--- src/rtl/core/llms_pkg.sv ---
// Shared constants, codes and command types for the layered LED matrix scanner.
package llms_pkg;

  localparam int ROWS  = 8;
  localparam int ROW_W = (ROWS > 1) ? $clog2(ROWS) : 1;

  // Operation codes
  localparam logic [2:0] OP_TICK      = 3'd0;
  localparam logic [2:0] OP_WRITE_ROW = 3'd1;
  localparam logic [2:0] OP_CLEAR     = 3'd2;
  localparam logic [2:0] OP_SET_TIMER = 3'd3;
  localparam logic [2:0] OP_POPUP     = 3'd4;

  // Layer codes
  localparam logic [1:0] LAYER_FRONT   = 2'd0;
  localparam logic [1:0] LAYER_BACK    = 2'd1;
  localparam logic [1:0] LAYER_OVERLAY = 2'd2;

  // Configuration register indexes
  localparam logic CFG_POPUP_DURATION   = 1'b0;
  localparam logic CFG_FOREGROUND_SLOTS = 1'b1;

  localparam logic [15:0] POPUP_DURATION_RST   = 16'd500;
  localparam logic [3:0]  FOREGROUND_SLOTS_RST = 4'd6;

  typedef struct packed {
    logic tick;
    logic write_row;
    logic clear_layer;
    logic set_timer;
    logic popup;
  } cmd_t;

endpackage

--- src/rtl/core/llms_ctrl.sv ---
// Controller: handshake state machine and operation decode for the scanner.
module llms_ctrl (
  input  logic              clk_i,
  input  logic              rst_ni,
  input  logic              in_valid_i,
  output logic              in_ready_o,
  input  logic [2:0]        operation_i,
  output logic              out_valid_o,
  input  logic              out_ready_i,
  output llms_pkg::cmd_t    cmd_o
);

  localparam logic ST_EMPTY = 1'b0;
  localparam logic ST_FULL  = 1'b1;

  logic state_q, state_d;
  logic accept;

  // Output register frees up in the same cycle it is taken.
  assign in_ready_o  = (state_q == ST_EMPTY) || out_ready_i;
  assign accept      = in_valid_i && in_ready_o;
  assign out_valid_o = (state_q == ST_FULL);

  always_comb begin
    cmd_o.tick        = accept && (operation_i == llms_pkg::OP_TICK);
    cmd_o.write_row   = accept && (operation_i == llms_pkg::OP_WRITE_ROW);
    cmd_o.clear_layer = accept && (operation_i == llms_pkg::OP_CLEAR);
    cmd_o.set_timer   = accept && (operation_i == llms_pkg::OP_SET_TIMER);
    cmd_o.popup       = accept && (operation_i == llms_pkg::OP_POPUP);
  end

  always_comb begin
    state_d = state_q;
    unique case (state_q)
      ST_EMPTY: begin
        if (cmd_o.tick) state_d = ST_FULL;
      end
      ST_FULL: begin
        if (out_ready_i) state_d = cmd_o.tick ? ST_FULL : ST_EMPTY;
      end
      default: state_d = ST_EMPTY;
    endcase
  end

  always_ff @(posedge clk_i or negedge rst_ni) begin
    if (!rst_ni) begin
      state_q <= ST_EMPTY;
    end else begin
      state_q <= state_d;
    end
  end

endmodule

--- src/rtl/core/llms_dp.sv ---
// Datapath: row stores, scan counters, overlay timer, config and output registers.
module llms_dp (
  input  logic              clk_i,
  input  logic              rst_ni,
  input  llms_pkg::cmd_t    cmd_i,
  input  logic [1:0]        layer_i,
  input  logic [2:0]        row_index_i,
  input  logic [7:0]        row_bits_i,
  input  logic [15:0]       amount_i,
  input  logic              cfg_we_i,
  input  logic              cfg_index_i,
  input  logic [15:0]       cfg_data_i,
  output logic [7:0]        row_select_o,
  output logic [7:0]        column_drive_o,
  output logic              overlay_shown_o
);

  localparam int RW = llms_pkg::ROW_W;
  localparam logic [RW-1:0] LAST_ROW = RW'(llms_pkg::ROWS - 1);

  logic [7:0]    front_q   [llms_pkg::ROWS];
  logic [7:0]    back_q    [llms_pkg::ROWS];
  logic [7:0]    overlay_q [llms_pkg::ROWS];
  logic [7:0]    popup_rows [llms_pkg::ROWS];
  logic [2:0]    phase_q;
  logic [RW-1:0] front_row_q, full_row_q, row_sel;
  logic [15:0]   timer_q, popup_dur_q;
  logic [3:0]    fg_slots_q;
  logic          shown, front_slot, row_ok;
  logic [7:0]    cols;
  logic [7:0]    n;

  assign shown      = (timer_q != 16'd0);
  assign front_slot = ({1'b0, phase_q} < fg_slots_q);
  assign row_sel    = front_slot ? front_row_q : full_row_q;
  assign row_ok     = ({1'b0, row_index_i} < 4'(llms_pkg::ROWS));
  assign n          = amount_i[7:0];

  always_comb begin
    if (front_slot) begin
      cols = shown ? overlay_q[row_sel] : front_q[row_sel];
    end else begin
      cols = front_q[row_sel] | back_q[row_sel] | (shown ? overlay_q[row_sel] : 8'h00);
    end
  end

  // Bar graph: row i lights n - 8i columns, clamped to 0..8.
  always_comb begin
    for (int i = 0; i < llms_pkg::ROWS; i++) begin
      logic [7:0] base;
      logic [7:0] lit;
      base = 8'(i * 8);
      lit  = (n > base) ? (n - base) : 8'd0;
      if (lit >= 8'd8) popup_rows[i] = 8'hff;
      else             popup_rows[i] = 8'((9'd1 << lit[2:0]) - 9'd1);
    end
  end

  always_ff @(posedge clk_i or negedge rst_ni) begin
    if (!rst_ni) begin
      popup_dur_q <= llms_pkg::POPUP_DURATION_RST;
      fg_slots_q  <= llms_pkg::FOREGROUND_SLOTS_RST;
    end else if (cfg_we_i) begin
      case (cfg_index_i)
        llms_pkg::CFG_POPUP_DURATION:   popup_dur_q <= cfg_data_i;
        llms_pkg::CFG_FOREGROUND_SLOTS: fg_slots_q  <= cfg_data_i[3:0];
        default: ;
      endcase
    end
  end

  always_ff @(posedge clk_i or negedge rst_ni) begin
    if (!rst_ni) begin
      phase_q     <= '0;
      front_row_q <= '0;
      full_row_q  <= '0;
      timer_q     <= '0;
      for (int i = 0; i < llms_pkg::ROWS; i++) begin
        front_q[i]   <= '0;
        back_q[i]    <= '0;
        overlay_q[i] <= '0;
      end
    end else begin
      if (cmd_i.tick) begin
        if (front_slot) front_row_q <= (front_row_q == LAST_ROW) ? '0 : front_row_q + 1'b1;
        else            full_row_q  <= (full_row_q == LAST_ROW) ? '0 : full_row_q + 1'b1;
        if (phase_q == 3'd0 && shown) timer_q <= timer_q - 16'd1;
        phase_q <= phase_q + 3'd1;
      end
      if (cmd_i.write_row && row_ok) begin
        case (layer_i)
          llms_pkg::LAYER_FRONT:   front_q[row_index_i[RW-1:0]]   <= row_bits_i;
          llms_pkg::LAYER_BACK:    back_q[row_index_i[RW-1:0]]    <= row_bits_i;
          llms_pkg::LAYER_OVERLAY: overlay_q[row_index_i[RW-1:0]] <= row_bits_i;
          default: ;
        endcase
      end
      if (cmd_i.clear_layer) begin
        for (int i = 0; i < llms_pkg::ROWS; i++) begin
          case (layer_i)
            llms_pkg::LAYER_FRONT:   front_q[i]   <= '0;
            llms_pkg::LAYER_BACK:    back_q[i]    <= '0;
            llms_pkg::LAYER_OVERLAY: overlay_q[i] <= '0;
            default: ;
          endcase
        end
      end
      if (cmd_i.set_timer) timer_q <= amount_i;
      if (cmd_i.popup) begin
        timer_q <= popup_dur_q;
        for (int i = 0; i < llms_pkg::ROWS; i++) overlay_q[i] <= popup_rows[i];
      end
    end
  end

  // Output register, loaded only by a tick
  always_ff @(posedge clk_i) begin
    if (cmd_i.tick) begin
      row_select_o    <= 8'(8'h80 >> row_sel);
      column_drive_o  <= cols;
      overlay_shown_o <= shown;
    end
  end

endmodule

--- src/rtl/core/layered_led_matrix_scanner_top.sv ---
// Layered LED matrix scanner: top level joining controller and datapath.
// A tick item yields its row item in the cycle after acceptance.
// Throughput: one item per cycle while the receiver takes row items; the single
//   output register is refilled in the cycle it is drained. Non-tick items produce no item.
// Reset (rst_ni, async, active low): empty output, stores, counters and timer
//   zero, popup_duration 500, foreground_slots 6.
module layered_led_matrix_scanner_top (
  input  logic        clk_i,
  input  logic        rst_ni,
  // input items
  input  logic        in_valid_i,
  output logic        in_ready_o,
  input  logic [2:0]  operation_i,
  input  logic [1:0]  layer_i,
  input  logic [2:0]  row_index_i,
  input  logic [7:0]  row_bits_i,
  input  logic [15:0] amount_i,
  // result items
  output logic        out_valid_o,
  input  logic        out_ready_i,
  output logic [7:0]  row_select_o,
  output logic [7:0]  column_drive_o,
  output logic        overlay_shown_o,
  // configuration writes
  input  logic        cfg_we_i,
  input  logic        cfg_index_i,
  input  logic [15:0] cfg_data_i
);

  llms_pkg::cmd_t cmd;

  // Controller owns the handshake and decodes each accepted item into a command.
  llms_ctrl u_ctrl (
    .clk_i       (clk_i),
    .rst_ni      (rst_ni),
    .in_valid_i  (in_valid_i),
    .in_ready_o  (in_ready_o),
    .operation_i (operation_i),
    .out_valid_o (out_valid_o),
    .out_ready_i (out_ready_i),
    .cmd_o       (cmd)
  );

  // Datapath holds the three row stores, scan state, timer and output register.
  llms_dp u_dp (
    .clk_i           (clk_i),
    .rst_ni          (rst_ni),
    .cmd_i           (cmd),
    .layer_i         (layer_i),
    .row_index_i     (row_index_i),
    .row_bits_i      (row_bits_i),
    .amount_i        (amount_i),
    .cfg_we_i        (cfg_we_i),
    .cfg_index_i     (cfg_index_i),
    .cfg_data_i      (cfg_data_i),
    .row_select_o    (row_select_o),
    .column_drive_o  (column_drive_o),
    .overlay_shown_o (overlay_shown_o)
  );

  // A tick always produces an item in the next cycle.
  a_tick_item: assert property (@(posedge clk_i) disable iff (!rst_ni)
    in_valid_i && in_ready_o && (operation_i == llms_pkg::OP_TICK) |=> out_valid_o)
    else $error("tick item did not produce a row item");

  // Other operations never invent an item.
  a_no_spurious: assert property (@(posedge clk_i) disable iff (!rst_ni)
    !out_valid_o && !(in_valid_i && in_ready_o && (operation_i == llms_pkg::OP_TICK))
    |=> !out_valid_o)
    else $error("row item appeared without a tick");

  // A shown row drives exactly one row line.
  a_row_onehot: assert property (@(posedge clk_i) disable iff (!rst_ni)
    out_valid_o |-> $onehot(row_select_o))
    else $error("row select not one-hot");

endmodule

--- config.mk ---
export PLATFORM = sky130hd
export DESIGN_NAME = layered_led_matrix_scanner_top
export DESIGN_NICKNAME = d
export VERILOG_FILES = /design/src/rtl/core/llms_pkg.sv /design/src/rtl/core/llms_ctrl.sv /design/src/rtl/core/llms_dp.sv /design/src/rtl/core/layered_led_matrix_scanner_top.sv
export SDC_FILE = /design/constraint.sdc
export NUM_CORES = 1
export LEC_CHECK = 0
export BUFFER_PORTS_ARGS = -buffer_cell sky130_fd_sc_hd__buf_2
export CAP_MARGIN = 15
export CORE_UTILIZATION = 39
export DETAILED_ROUTE_END_ITERATION = 10
export GPL_TIMING_DRIVEN = 1
export HOLD_SLACK_MARGIN = 0.03
export PLACE_DENSITY = 0.54
export SLEW_MARGIN = 40
export SYNTH_ARGS = -nofsm -noshare
export SYNTH_HDL_FRONTEND = slang
export SYNTH_SLANG_ARGS = --single-unit
--- constraint.sdc ---
create_clock -name clk_i -period 4.46 [get_ports clk_i]
set_input_delay 0.446 -clock clk_i [delete_from_list [all_inputs] [get_ports clk_i]]
set_output_delay 0.446 -clock clk_i [all_outputs]
set_load 0.01 [all_outputs]
== Word-level counts from Yosys, hierarchy flattened ==
Index checks and enable logic that the tools add are counted.
Widths: inputs -> output; s select.
Word-level totals
  register bits after elaboration: 255
  output and inout port bits: 19
  word-level logic and storage cells: 194
Operators by class
  bitwise gates (word level): 7
  eq/ne operators: 8
  shifts and indexed selects: 9
  order comparisons: 20
  multiplexer cells: 77
  add/sub/neg operators: 19
  reduce and logical (&&, ||, !) cells: 20
Operators with widths (count)
  $mux 64: 10
  $mux 8: 50
  $bwmux 64: 3
  $bmux 8 s3: 3
  $ge 8x4->1 const B: 8
  $mux 16: 4
  $shl 1x3->8 const A: 8
  $sub 8x1->8 const B: 8
  $gt 8x6->1 const B: 4
  $sub 8x6->8 const B: 4
  $demux 8 s3: 1
  $gt 8x5->1 const B: 2
  $or 8x8->8: 2
  $reduce_bool 16->1: 1
  $sub 16x1->16 const B: 1
  $sub 8x5->8 const B: 2
  $reduce_and 2->1: 5
  $add 3x1->3 const B: 3
  $eq 3x3->1 const B: 3
  $mux 3: 3
  $ge 4x4->1 const B: 2
  $gt 8x1->1 const B: 1
  $gt 8x4->1 const B: 1
  $logic_and 1x1->1: 8
  other kinds (16): 23

== Depth between registers and ports, before layout ==
  word-level depth: 11
  gate-level depth with buffers: 12
  depth with buffers taken out: 11

== By module ==
From an unflattened synthesis, not the netlist that was laid out.
Second synthesis, totals
  cells, all modules: 1466
  area, all modules: 14345.0 um2
By module, submodules not included
  llms_dp: cells each 1454, sequential area each 6451.2 um2, times used 1, area each 14238.7 um2
  llms_ctrl: cells each 12, sequential area each 25.0 um2, times used 1, area each 106.4 um2

== Worst setup path before layout ==
No wires, ideal clock.
  path kind: flip-flop to flip-flop
  start: register u_dp.fg_slots_q[2]
  end: register u_dp.column_drive_o[5] (data pin)
  arrival: 2.557 ns
  setup time: 0.259 ns
  required time: 4.201 ns
  slack: 1.644 ns
  cell stages (with the launch flop): 11
  cell sequence: dfstp_2 inv_1 ha_1 nor2_1 or2_2 nor2_1 clkbuf_1 mux2_2 a221oi_1 o22ai_1 a211o_1
On the way
  word-level cells in the longest chain between the ends: 9
Ends and longest elaborated chain
  start, declared: RTL line llms_dp.sv:28  | logic [3:0] fg_slots_q;
  start signal, assigned: RTL line llms_dp.sv:62  | fg_slots_q <= llms_pkg::FOREGROUND_SLOTS_RST;
  start signal, assigned: RTL line llms_dp.sv:66  | llms_pkg::CFG_FOREGROUND_SLOTS: fg_slots_q <= cfg_data_i[3:0];
  $lt 3x4->1 *: RTL line llms_dp.sv:34  | assign front_slot = ({1'b0, phase_q} < fg_slots_q);
  $mux 3: RTL line llms_dp.sv:35  | assign row_sel = front_slot ? front_row_q : full_row_q;
  $not 3->4 (not written as such): RTL line llms_dp.sv:41, llms_dp.sv:43
  $bmux 8 s3, on equally long branches: RTL line llms_dp.sv:41, llms_dp.sv:43
  $mux 8, on equally long branches (2 in a row): RTL line llms_dp.sv:41, llms_dp.sv:43
  $or 8x8->8 / $mux 8 (equally long branches): RTL line llms_dp.sv:43  | cols = front_q[row_sel] | back_q[row_sel] | (shown ? overlay_q[row_sel] : 8'h00);
  $or 8x8->8: RTL line llms_dp.sv:43
  $mux 8 *: RTL line llms_dp.sv:40  | if (front_slot) begin
  net u_dp.cols[5]: RTL line llms_dp.sv:30  | logic [7:0] cols;
  end signal, assigned: RTL line llms_dp.sv:120  | column_drive_o <= cols;
  end, declared: RTL line llms_dp.sv:14  | output logic [7:0] column_drive_o,
Mark *: on every way through the listed nets, which the timed path passes. The rest lies on a longest branch. The select of a mux whose other input is x is not followed.
A chain may end at the register's enable or synchronous reset.

== Worst setup path in the final report ==
  start: register u_dp.fg_slots_q[2]
  end: register u_dp.column_drive_o[7] (data pin)
The elaborated chain is that of the path after synthesis.

==> results_dict.tcl <==
set metrics [dict create \
    clockBufferDepth 3 \
    hold_viol_final 0 \
    final_cells 2021 \
    design.die.area_sq_mm 0.0370 \
    pwr-share-clk 0.311 \
    period_needed_ps 3500 \
    power.switching_uw 2960 \
    ir_worst_vdd_uv 291 \
    cts_buffers 31 \
    wl_um 49000 \
    clk_pin_slew_ps 60 \
    htree_num_levels 1 \
    cts_root_buf "clkbuf_16" \
    swShare 0.368 \
    grt_max_degree 120 \
    slew_headroom 0.378 \
    cpPeakStageDelay_ps 610 \
    p_int_uw 5100 \
    postRouteAntennaNets 0 \
    setup_viol 0 \
    synth_fp_nets 1594 \
    synth_adder_area_share 0.0248 \
    min_period_over_period 0.785 \
    grt_pass1_vias 11400 \
    hp-class "primary input to register" \
    synth_edf_count 17 \
    synth_top_family_by_area "compound AO/OA/AOI/OAI gates" \
    fmaxAchievable_ghz 0.285 \
    muxShareOfSynthArea 0.125 \
    dpl.hpwl_um 33400 \
    drc 9 \
    violations "design-rule violations" \
    ys_seq_elements 255 \
    cts_tree "built" \
    fin_util 0.448 \
    synth_top_area_frac 0.407 \
    cts.sinks 255 \
    antenna_found_initial 0 \
    place.gp.congestion 0.997 \
    synth_largest_area_cell "dfrtp_1" \
    worst_pin_slew_ps 933 \
    finClkSkew_ps 20.3 \
    path_class "register to register" \
    grt_overflow 0 \
    synthTopCellsByArea "dfrtp_1 41%, mux2i_1 10%, a21oi_1 5.2%" \
    critPathCaptureType "register" \
    ioPinCount 73 \
    rsz0062_at_grt "false" \
    powerDensity_mw_per_mm2 505 \
    total_leakage_power_uw 0.00719 \
    ys_async_sr_fraction 0.933 \
    status "finished with violations" \
    cap_violations 0 \
    seqPwrFrac 0.384 \
    dp.cells 1964 \
    synth-simple-area-share 0.154 \
    drive_above_1_share 0.133 \
    drtIter0Drc 1365 \
    synth_cell_type_count 65 \
    die_x_um 192 \
    worstPathRequired_ps 4780 \
    placementRows 69 \
    cts_setup_buffers 0 \
    path_common_cell "nor2_1" \
    fin_tns_setup_ps 0 \
    port_buffers 72 \
    grt_pass1_wl_um 73800 \
    nets 1619 \
    path_cells "inv_1 > ha_1 > nor2_1 > nor2_1 > a21boi_0 > or2_1 > a222oi_1 > a31oi_1 > a211o_1" \
    combPwrFrac 0.305 \
    ys_seq_area_frac 0.458 \
    wire_per_inst_um 24.2 \
    synth_area_sq_mm 0.0141 \
    num_vias 12100 \
    synth_warnings 0 \
    synth_xor_area_frac 0.0161 \
    slew_violations 0 \
    cp_max_fo 23 \
    antenna_cells 0 \
    vias_per_cell 5.98 \
    dr.pass1.iters 11 \
    worstPathArrival_ps 3820 \
    start_kind "register" \
    areaGrowthSynthToFinish_pct 12.9 \
    slowest_stage "or2_1" \
    synth_compound_area_frac 0.186 \
    fp.dieH_um 192 \
    synthFlopType "dfrtp_1" \
    core_sq_mm 0.0357 \
    syn_avg_cell_area_sq_um 9.35 \
    syn-instance-count 1512 \
    start_util 0.397 \
    grt_usage 0.267 \
    clk_latency_ps 570 \
]
-- routing by layer --
metal | global-route usage | vias to the layer above | routed length [um]
met3 | 0.0478 | 71 | 4080
met1 | 0.391 | 6001 | 22200
met5 | 0 | - | 0
met4 | 0.0727 | 0 | 1110
li1 | - | 5553 | -
met2 | 0.401 | 466 | 21600
-- stage by stage --
| stage | total power [uW] | instance area [sq um] | hold WS, ps | worst slack, ps |
|---|---|---|---|---|
| after detailed placement | 5530 | 14900 | 470 | 1100 |
| after global placement | 5500 | 14900 | 472 | 1140 |
| after floorplan | 4640 | 14100 | 150 | 1640 |
| after global routing | 8390 | 16000 | 105 | 850 |
| final | 8060 | 16000 | 108 | 957 |
| after CTS | 8050 | 16000 | 91.8 | 1090 |
-- layout by cell type, fill, tap and decap left out, drive strengths merged, types with 4 or more instances in the layout --
master	Yosys	layout
edfxtp	17	17
a21o	4	4
xor2	8	8
o22ai	47	47
nor3	23	23
o211ai	5	5
a22oi	18	18
a211o	10	10
nor2	173	173
nand4b	5	5
a211oi	16	16
or2	6	6
xnor2	18	18
mux2	30	30
and2	8	8
o21a	8	8
nand4	6	6
a21boi	5	5
buf	15	99
a21oi	146	146
inv	21	22
nor2b	9	9
or3	8	8
o21ai	70	70
nand2	178	178
dfrtp	230	230
a221oi	17	17
nand3	46	46
nand2b	9	9
a222oi	14	14
dfstp	8	8
clkbuf	93	50
ha	28	28
o221ai	34	34
mux2i	143	143
nor4	4	4
-- path summary, 6_finish.rpt --
path / startpoint / to / slack [ps] / cells past startpoint
max: u_dp.fg_slots_q[2] / u_dp.column_drive_o[7] / 960 / 9
min: cfg_data_i[14] / u_dp.popup_dur_q[14] / 110 / 2
max reg2reg: u_dp.fg_slots_q[2] / u_dp.column_drive_o[7] / 960 / 9
min reg2reg: u_dp.phase_q[2] / u_dp.phase_q[2] / 500 / 1
max in group asynchronous: rst_ni / u_dp.front_q[26] / 2920 / 3
min in group asynchronous: rst_ni / u_dp.popup_dur_q[10] / 420 / 2
-- logic make-up (layout without fill, tap and decap cells) --
kind of cell             count (synthesis)  count (layout)
AO/OA/AOI/OAI                          413             413
XOR/XNOR                                26              26
adder cells (fa/ha/maj)                 28              28
buffers and inverters                  129             177
multiplexers                           173             173
flip-flops                             255             255
AND/OR/NAND/NOR                        488             488
-- power groups by stage --
stage                     clock, uW  sequential, uW  combinational, uW
after floorplan                   0            2920               1720
after global placement            0            3120               2380
after detailed placement          0            3120               2410
after CTS                      2560            3080               2410
after global routing           2630            3130               2640
final                          2510            3090               2460
-- sequential cells by signal, indices dropped and copies added (netlist names), 4 cells and up --
register	flops
u_dp.back_q	64
u_dp.front_q	64
u_dp.overlay_q	64
u_dp.popup_dur_q	16
u_dp.timer_q	16
u_dp.column_drive_o	8
u_dp.row_select_o	8
u_dp.fg_slots_q	4
-- worst max-delay path: cells and delay by family (launching register included) --
| family | cells | cell delay, ps |
|---|---|---|
| and+or+nand+nor | 3 | 1230 |
| AOI/OAI and AO/OA | 4 | 1180 |
| DFF | 1 | 520 |
| adders and majority gates | 1 | 270 |
| buffers and inverters | 1 | 40 |
-- synthesized netlist by cell type (5+ instances only) --
| cell | number |
|---|---|
| a211o_1 | 10 |
| a211oi_1 | 16 |
| a21boi_0 | 5 |
| a21oi_1 | 146 |
| a221oi_1 | 17 |
| a222oi_1 | 14 |
| a22oi_1 | 18 |
| and2_1 | 8 |
| buf_1 | 5 |
| buf_2 | 8 |
| clkbuf_1 | 91 |
| dfrtp_1 | 230 |
| dfstp_2 | 8 |
| edfxtp_1 | 17 |
| ha_1 | 28 |
| inv_1 | 21 |
| mux2_2 | 30 |
| mux2i_1 | 143 |
| nand2_1 | 178 |
| nand2b_1 | 8 |
| nand3_1 | 46 |
| nand4_1 | 6 |
| nand4b_1 | 5 |
| nor2_1 | 171 |
| nor2b_1 | 9 |
| nor3_1 | 20 |
| o211ai_1 | 5 |
| o21a_1 | 8 |
| o21ai_0 | 67 |
| o221ai_1 | 34 |
| o22ai_1 | 47 |
| or3_1 | 6 |
| xnor2_1 | 18 |
| xor2_1 | 8 |
-- area by class of cell --
type,instances,area (sq um)
clock buffer,50,948
inverter,21,78.8
fill,3443,19700
tap,461,577
timing repair buffer,100,603
multi-input combinational,1128,7210
clock inverter,6,65.1
sequential,255,6480
-- timing repair --
action                                 4_1_cts  5_1_grt
hold buffers                                 1        0
gates resized for setup                      0        0
endpoints found under the hold margin       70        0
setup endpoints to repair                    0        0
Note: power is estimated with default switching activity, not from simulation.
